**src/sv/mcld_pkg.sv**
```systemverilog
package mcld_pkg;

    localparam int unsigned CHAR_W  = 8;
    localparam int unsigned MAG_W   = 9;
    localparam int unsigned DUTY_W  = 8;
    localparam int unsigned OUT_W   = 24;

    localparam logic [CHAR_W-1:0] CHAR_NL    = 8'd10;
    localparam logic [CHAR_W-1:0] CHAR_SPACE = 8'd32;
    localparam logic [CHAR_W-1:0] CHAR_TAB   = 8'd9;
    localparam logic [CHAR_W-1:0] CHAR_CR    = 8'd13;
    localparam logic [CHAR_W-1:0] CHAR_PLUS  = 8'd43;
    localparam logic [CHAR_W-1:0] CHAR_COMMA = 8'd44;
    localparam logic [CHAR_W-1:0] CHAR_MINUS = 8'd45;
    localparam logic [CHAR_W-1:0] CHAR_ZERO  = 8'd48;
    localparam logic [CHAR_W-1:0] CHAR_NINE  = 8'd57;
    localparam logic [CHAR_W-1:0] CHAR_M     = 8'd77;

    localparam logic [MAG_W-1:0]  MAG_SAT    = 9'd256;
    localparam logic [MAG_W-1:0]  SPEED_MAX  = 9'd255;

    // duty in the low bits, then forward, then reverse
    typedef struct packed {
        logic              reverse;
        logic              forward;
        logic [DUTY_W-1:0] duty;
    } bridge_t;

    typedef struct packed {
        logic [3:0] pad;
        bridge_t    right;
        bridge_t    left;
    } result_t;

endpackage

```
**src/sv/motor_command_line_decoder.sv**
```systemverilog
// Decodes text lines "M,left,right" ended by a newline into two H-bridge drive
// settings. One byte enters per s_tvalid/s_tready word; each byte is parsed in the
// cycle it is accepted (whitespace skip, sign, digits with a multiply-by-ten add that
// saturates at 256), so the block takes a byte every cycle while s_tready is high. A
// newline that closes a line which has reached its right field yields one result
// word, registered on the master side; other bytes yield nothing. An output register
// backed by a one-word skid register lets input continue while a result waits;
// s_tready drops only when both hold a word. Speeds are clamped to 255; duty is the
// magnitude, forward/reverse give the sign, both low for zero.
module motor_command_line_decoder
(
    input  logic        clk,
    input  logic        rst_n,
    input  logic        s_tvalid,
    output logic        s_tready,
    input  logic [7:0]  s_tdata,   // rx_byte
    output logic        m_tvalid,
    input  logic        m_tready,
    // left_duty[7:0], left_forward, left_reverse, right_duty[7:0],
    // right_forward, right_reverse, zero pad to 24 bits
    output logic [23:0] m_tdata
);

    typedef enum logic [2:0]
    {
        PH_START,
        PH_AFTER_M,
        PH_LEFT,
        PH_RIGHT,
        PH_REJECT
    } line_phase_t;

    typedef enum logic [1:0]
    {
        NP_BEFORE,
        NP_DIGITS,
        NP_DONE
    } number_phase_t;

    typedef struct packed {
        number_phase_t                 phase;
        logic [mcld_pkg::MAG_W-1:0]    mag;
        logic                          neg;
    } field_t;

    line_phase_t                  line_phase_reg, line_phase_next;
    number_phase_t                number_phase_reg, number_phase_next;
    logic [mcld_pkg::MAG_W-1:0]   left_mag_reg, left_mag_next;
    logic                         left_neg_reg, left_neg_next;
    logic [mcld_pkg::MAG_W-1:0]   right_mag_reg, right_mag_next;
    logic                         right_neg_reg, right_neg_next;

    logic                         out_valid_reg, out_valid_next;
    mcld_pkg::result_t            out_data_reg, out_data_next;
    logic                         skid_valid_reg, skid_valid_next;
    mcld_pkg::result_t            skid_data_reg, skid_data_next;

    logic                         accept;
    logic                         res_valid;
    mcld_pkg::result_t            res_data;
    field_t                       field_in;
    field_t                       field_out;
    logic [mcld_pkg::CHAR_W-1:0]  c;

    function automatic logic is_blank(input logic [mcld_pkg::CHAR_W-1:0] ch);
        return ch == mcld_pkg::CHAR_SPACE
            || (ch >= mcld_pkg::CHAR_TAB && ch <= mcld_pkg::CHAR_CR);
    endfunction

    // one byte of an atol-style field
    function automatic field_t field_byte(input logic [mcld_pkg::CHAR_W-1:0] ch,
                                          input field_t f);
        field_t                      r;
        logic                        digit;
        logic [11:0]                 v;
        number_phase_t               ph;
        r     = f;
        digit = (ch >= mcld_pkg::CHAR_ZERO) && (ch <= mcld_pkg::CHAR_NINE);
        v     = ({3'b000, f.mag} << 3) + ({3'b000, f.mag} << 1)
              + {4'b0000, ch - mcld_pkg::CHAR_ZERO};
        ph    = f.phase;
        if (ph == NP_BEFORE)
        begin
            if (is_blank(ch))
            begin
                ph = NP_BEFORE;
            end
            else if (ch == mcld_pkg::CHAR_PLUS || ch == mcld_pkg::CHAR_MINUS)
            begin
                r.neg   = (ch == mcld_pkg::CHAR_MINUS);
                r.phase = NP_DIGITS;
            end
            else if (!digit)
            begin
                r.phase = NP_DONE;
            end
            else
            begin
                ph      = NP_DIGITS;
                r.phase = NP_DIGITS;
            end
        end
        if (ph == NP_DIGITS && f.phase == ph)
        begin
            if (digit)
            begin
                r.mag = (v > 12'(mcld_pkg::MAG_SAT)) ? mcld_pkg::MAG_SAT : v[mcld_pkg::MAG_W-1:0];
            end
            else
            begin
                r.phase = NP_DONE;
            end
        end
        else if (ph == NP_DIGITS && digit)
        begin
            // first digit arriving straight from the before-sign phase
            r.mag = (v > 12'(mcld_pkg::MAG_SAT)) ? mcld_pkg::MAG_SAT : v[mcld_pkg::MAG_W-1:0];
        end
        return r;
    endfunction

    function automatic mcld_pkg::bridge_t drive(input logic [mcld_pkg::MAG_W-1:0] mag,
                                                input logic neg);
        mcld_pkg::bridge_t           b;
        logic [mcld_pkg::MAG_W-1:0]  m;
        m         = (mag > mcld_pkg::SPEED_MAX) ? mcld_pkg::SPEED_MAX : mag;
        b.duty    = m[mcld_pkg::DUTY_W-1:0];
        b.forward = (m != '0) && !neg;
        b.reverse = (m != '0) && neg;
        return b;
    endfunction

    assign c        = s_tdata;
    assign s_tready = !skid_valid_reg;
    assign accept   = s_tvalid && s_tready;
    assign m_tvalid = out_valid_reg;
    assign m_tdata  = out_data_reg;

    always_comb
    begin
        field_in.phase = number_phase_reg;
        field_in.mag   = (line_phase_reg == PH_RIGHT) ? right_mag_reg : left_mag_reg;
        field_in.neg   = (line_phase_reg == PH_RIGHT) ? right_neg_reg : left_neg_reg;
        field_out      = field_byte(c, field_in);
    end

    always_comb
    begin
        res_data.pad   = '0;
        res_data.left  = drive(left_mag_reg, left_neg_reg);
        res_data.right = drive(right_mag_reg, right_neg_reg);
        res_valid      = accept && (c == mcld_pkg::CHAR_NL) && (line_phase_reg == PH_RIGHT);
    end

    // parse state
    always_comb
    begin
        line_phase_next   = line_phase_reg;
        number_phase_next = number_phase_reg;
        left_mag_next     = left_mag_reg;
        left_neg_next     = left_neg_reg;
        right_mag_next    = right_mag_reg;
        right_neg_next    = right_neg_reg;
        if (accept)
        begin
            if (c == mcld_pkg::CHAR_NL)
            begin
                line_phase_next   = PH_START;
                number_phase_next = NP_BEFORE;
            end
            else
            begin
                case (line_phase_reg)
                    PH_START:
                    begin
                        if (is_blank(c))
                            line_phase_next = PH_START;
                        else if (c == mcld_pkg::CHAR_M)
                            line_phase_next = PH_AFTER_M;
                        else
                            line_phase_next = PH_REJECT;
                    end
                    PH_AFTER_M:
                    begin
                        if (c == mcld_pkg::CHAR_COMMA)
                        begin
                            line_phase_next   = PH_LEFT;
                            number_phase_next = NP_BEFORE;
                            left_mag_next     = '0;
                            left_neg_next     = 1'b0;
                        end
                    end
                    PH_LEFT:
                    begin
                        if (c == mcld_pkg::CHAR_COMMA)
                        begin
                            line_phase_next   = PH_RIGHT;
                            number_phase_next = NP_BEFORE;
                            right_mag_next    = '0;
                            right_neg_next    = 1'b0;
                        end
                        else
                        begin
                            number_phase_next = field_out.phase;
                            left_mag_next     = field_out.mag;
                            left_neg_next     = field_out.neg;
                        end
                    end
                    PH_RIGHT:
                    begin
                        number_phase_next = field_out.phase;
                        right_mag_next    = field_out.mag;
                        right_neg_next    = field_out.neg;
                    end
                    default:
                    begin
                        line_phase_next = PH_REJECT;
                    end
                endcase
            end
        end
    end

    // output register with skid word behind it
    always_comb
    begin
        out_valid_next  = out_valid_reg;
        out_data_next   = out_data_reg;
        skid_valid_next = skid_valid_reg;
        skid_data_next  = skid_data_reg;
        if (!out_valid_reg || m_tready)
        begin
            if (skid_valid_reg)
            begin
                out_valid_next  = 1'b1;
                out_data_next   = skid_data_reg;
                skid_valid_next = res_valid;
                skid_data_next  = res_data;
            end
            else
            begin
                out_valid_next = res_valid;
                out_data_next  = res_data;
            end
        end
        else if (res_valid)
        begin
            skid_valid_next = 1'b1;
            skid_data_next  = res_data;
        end
    end

    always_ff @(posedge clk or negedge rst_n)
    begin
        if (!rst_n)
        begin
            line_phase_reg   <= PH_START;
            number_phase_reg <= NP_BEFORE;
            left_mag_reg     <= '0;
            left_neg_reg     <= 1'b0;
            right_mag_reg    <= '0;
            right_neg_reg    <= 1'b0;
            out_valid_reg    <= 1'b0;
            skid_valid_reg   <= 1'b0;
        end
        else
        begin
            line_phase_reg   <= line_phase_next;
            number_phase_reg <= number_phase_next;
            left_mag_reg     <= left_mag_next;
            left_neg_reg     <= left_neg_next;
            right_mag_reg    <= right_mag_next;
            right_neg_reg    <= right_neg_next;
            out_valid_reg    <= out_valid_next;
            skid_valid_reg   <= skid_valid_next;
        end
    end

    always_ff @(posedge clk)
    begin
        out_data_reg  <= out_data_next;
        skid_data_reg <= skid_data_next;
    end

endmodule

```
**config.mk**
```make
export PLATFORM = sky130hd
export DESIGN_NAME = motor_command_line_decoder
export DESIGN_NICKNAME = d
export VERILOG_FILES = /design/src/sv/mcld_pkg.sv /design/src/sv/motor_command_line_decoder.sv
export SDC_FILE = /design/constraint.sdc
export NUM_CORES = 1
export LEC_CHECK = 0
export BUFFER_PORTS_ARGS = -buffer_cell sky130_fd_sc_hd__buf_2
export CELL_PAD_IN_SITES_DETAIL_PLACEMENT = 0
export CELL_PAD_IN_SITES_GLOBAL_PLACEMENT = 2
export CORE_MARGIN = 10
export CORE_UTILIZATION = 39
export CTS_CLUSTER_DIAMETER = 200
export CTS_CLUSTER_SIZE = 25
export DETAILED_ROUTE_END_ITERATION = 12
export GPL_TIMING_DRIVEN = 1
export PLACE_DENSITY_LB_ADDON = 0.1
export SLEW_MARGIN = 10
export SYNTH_ARGS = -nofsm -noshare
export SYNTH_HDL_FRONTEND = slang
export SYNTH_SLANG_ARGS = --single-unit
```
**constraint.sdc**
```tcl
create_clock -name clk -period 5.05 [get_ports clk]
set_clock_uncertainty 0.05 [all_clocks]
set_input_delay 0.2525 -clock clk [delete_from_list [all_inputs] [get_ports clk]]
set_output_delay 0.2525 -clock clk [all_outputs]
set_load 0.01 [all_outputs]
```
==> summary.txt <==
Routing
  – WL final: 10.04 mm
  – Routed vias: 3,108
  – Vias per Instance: 5.462
  – DR WL/cell: 17.64 microns
  – DRC errors left: 0
  – Detailed-router iteration count before antenna repair: 4
  – Detailed Route Iter0 Violations: 179
  – Final antenna-violating net count: 0

Clock network
  – Clk buf depth: 2
  – H-tree level count: 3
  – CTS tree: done
  – CTS Root Cell: clkbuf_8
  – Worst skew pair latency: 0.34 ns
  – Post-CTS setup repair buffer count: 0
  – TritonCTS Buffers: 9
  – # clock sinks: 67
  – Clock slew at reported path FFs: 0.07 ns

Status
  – Status: completed

GRT
  – Total GRT Usage: 13.93%
  – Total gr overflow: 0
  – First-pass GRT wire length: 16.78 mm
  – Initial antenna violation count: 0
  – Largest net degree at the start of global routing: 28
  – Vias in the first global route: 3,119

STA
  – Relative max-transition margin: 30.91%
  – Final setup viols: 0
  – Setup TNS: 0 ns
  – F_max: 223.7 MHz
  – Final min period: 4.470 ns
  – Slew at the pin with the worst max-slew slack: 1.036 ns
  – Hold Vio Cnt, Final: 0
  – Slew Viols, Final: 0
  – Fin crit share: 88.51%
  – Unrepaired setup endpoints after global routing: false
  – Setup WS post-layout: 0.5803 ns

Synth
  – Count leader, synth: edfxtp_1
  – Most frequent cells after synthesis: edfxtp_1, nand2_1, dfrtp_1
  – Area contributors post-synth: edfxtp_1, dfrtp_1, mux2_2, ha_1, fa_1
  – Mapped Cells: 398
  – Area leader, netlist: edfxtp_1
  – Synth top area share: 28.95%
  – Post-synthesis area per instance: 10.42 sq um
  – Post-Syn Area: 4149 sq um
  – Share of async-settable or async-resettable flops after synthesis: 40.30%
  – Post-synth EDFFs: 40
  – Yosys cell types: 61
  – Sequential share of the synthesized area: 45.24%
  – Top_reg_cell synth: edfxtp_1
  – Flops & latches, synth: 67
  – Synth Warn #: 0

Floorplan
  – Rows: 37
  – Starting density of the core: 40.19%
  – Die height: 123.1 microns
  – Die area: 15,160 sq um
  – Die extent in x: 123.1 microns
  – Io pins: 38
  – Core area: 10,320 sq um

Placed design
  – Routability cong.: 0.8250
  – Buffers on Ports: 33
  – Pre-CTS setup slack: 0.6352 ns
  – DP HPWL: 7.842 mm

Worst setup path
  – Startpoint types: flip-flop
  – CP max FO: 11
  – Crit path DAT: 4.62 ns
  – Critical setup path kind: flip-flop to flip-flop
  – CP required: 5.20 ns
  – Critical Path Sink Type: flip-flop

Power and ir drop
  – Lkg Pwr: 2.046 nW
  – Cell Pwr Density: 231.8 nW/um^2
  – NetSw: 243.6 uW
  – Clock network power share: 40.0%
  – Register share of total power: 54.2%
  – Max VDD drop: 0.1362 mV
  – Combinational power share: 5.8%
  – Net Sw Frac: 22.83%
  – Internal Power: 823.5 uW

Layout
  – Layout cells sized above 1: 21.48%
  – Layout area overhead: 10.95%
  – Total Nets Final: 462
  – N_diodes: 0

Job
  – Maxcap violations: 0

Hold path
  – Hold crit path type: input port to flip-flop
layout make-up:
| class | count | area, sq um |
|---|---|---|
| well taps | 136 | 170.2 |
| fillers | 1010 | 5720 |
| repair buffers | 35 | 182.7 |
| multi-input cells | 289 | 2090 |
| flip-flops and latches | 67 | 1877 |
| clock inverters | 5 | 55.05 |
| clock buffers | 11 | 131.4 |
| inverters | 26 | 97.59 |
per-stage QoR:
| step | power (mW) | hold WS, ns | cells | cell area [sq um] | utilization [%] |
|---|---|---|---|---|---|
| global route | 1.111 | 0.1526 | 569 | 4603 | 44.59 |
| CTS | 1.078 | 0.1407 | 569 | 4603 | 44.59 |
| finish | 1.067 | 0.1536 | 569 | 4603 | 44.59 |
| global placement | 0.6523 | 0.2540 | 552 | 4407 | 42.69 |
| detailed placement | 0.6514 | 0.2617 | 552 | 4407 | 42.69 |
| floorplan | 0.6283 | -0.09309 | 401 | 4160 | - |
final timing paths:
path	slack (ns)	from	cells past startpoint	endpoint
worst max register to register	0.58	line_phase_reg[1]$_DFFE_PN0P_	11	left_mag_reg[1]$_DFFE_PN0P_
worst max-delay path	0.58	line_phase_reg[1]$_DFFE_PN0P_	11	left_mag_reg[1]$_DFFE_PN0P_
max in group asynchronous	4.12	rst_n	2	right_mag_reg[3]$_DFFE_PN0P_
min in group asynchronous	0.41	rst_n	2	number_phase_reg[1]$_DFFE_PN0P_
worst min-delay path	0.15	s_tvalid	3	m_tvalid$_DFFE_PN0P_
worst min register to register	0.50	skid_data_reg[12]$_DFFE_PP_	1	m_tdata[12]$_DFFE_PP_
critical path, stage by stage (launching register included):
cell,delay (ns)
dfrtp_1,0.57
nand3b_1,0.45
mux2i_1,0.60
fa_1,0.49
inv_1,0.07
ha_1,0.31
a21oi_2,0.23
nor2_1,0.07
o31ai_1,0.50
nand2_1,0.10
o211ai_1,0.72
o21ai_1,0.16
power by group through the flow:
stage | registers [mW] | logic, mW | clock network [mW]
CTS | 0.578 | 0.0626 | 0.437
detailed placement | 0.590 | 0.0617 | 0
global placement | 0.590 | 0.0625 | 0
floorplan | 0.589 | 0.0390 | 0
finish | 0.578 | 0.0623 | 0.426
global route | 0.578 | 0.0705 | 0.462
cell usage in the layout, fill, tap and decap left out, types with 3 or more instances in the layout:
| master | instances |
|---|---|
| edfxtp_1 | 40 |
| buf_2 | 33 |
| nand2_1 | 32 |
| dfrtp_1 | 27 |
| inv_1 | 26 |
| nor2_1 | 25 |
| mux2_2 | 20 |
| or2_2 | 18 |
| nand3_1 | 17 |
| ha_1 | 16 |
| a21oi_1 | 14 |
| a22oi_1 | 12 |
| o31ai_1 | 10 |
| a31oi_1 | 9 |
| clkbuf_8 | 9 |
| o21ai_1 | 8 |
| nand2b_1 | 7 |
| o21ai_0 | 7 |
| fa_1 | 6 |
| mux2i_1 | 5 |
| xnor2_1 | 5 |
| nor2b_1 | 5 |
| a2bb2oi_1 | 5 |
| and3_1 | 4 |
| nand4_1 | 4 |
| nor3b_1 | 4 |
| nor3_1 | 4 |
| o211ai_1 | 4 |
| conb_1 | 4 |
| nor4_1 | 3 |
| o2111ai_1 | 3 |
| o21a_1 | 3 |
repair_timing:
action | in CTS | in global routing
hold buffers | 1 | 0
hold endpoints to repair | 27 | 0
resized for setup | 0 | 0
cells by family after synthesis:
logic type	Yosys count	share of synthesized area [%]
other	1	0.09038
xor gates and xnor gates	7	1.478
and+or+nand+nor	139	18.15
AOI/OAI and AO/OA	91	15.68
muxes	26	6.966
adders and majority gates	22	7.720
DFF	67	45.24
buffers and inverters	45	4.674
per-layer routing:
metal,track usage [%],vias to the layer above,share of wire (%),wire [microns]
met5,0,-,0,0
met4,3.930,0,0.91,91
met3,3.008,7,4.2,425
met2,22.04,54,46,4637
met1,18.81,1523,49,4883
li1,-,1524,-,-
Power figures use the tool's default switching activity.
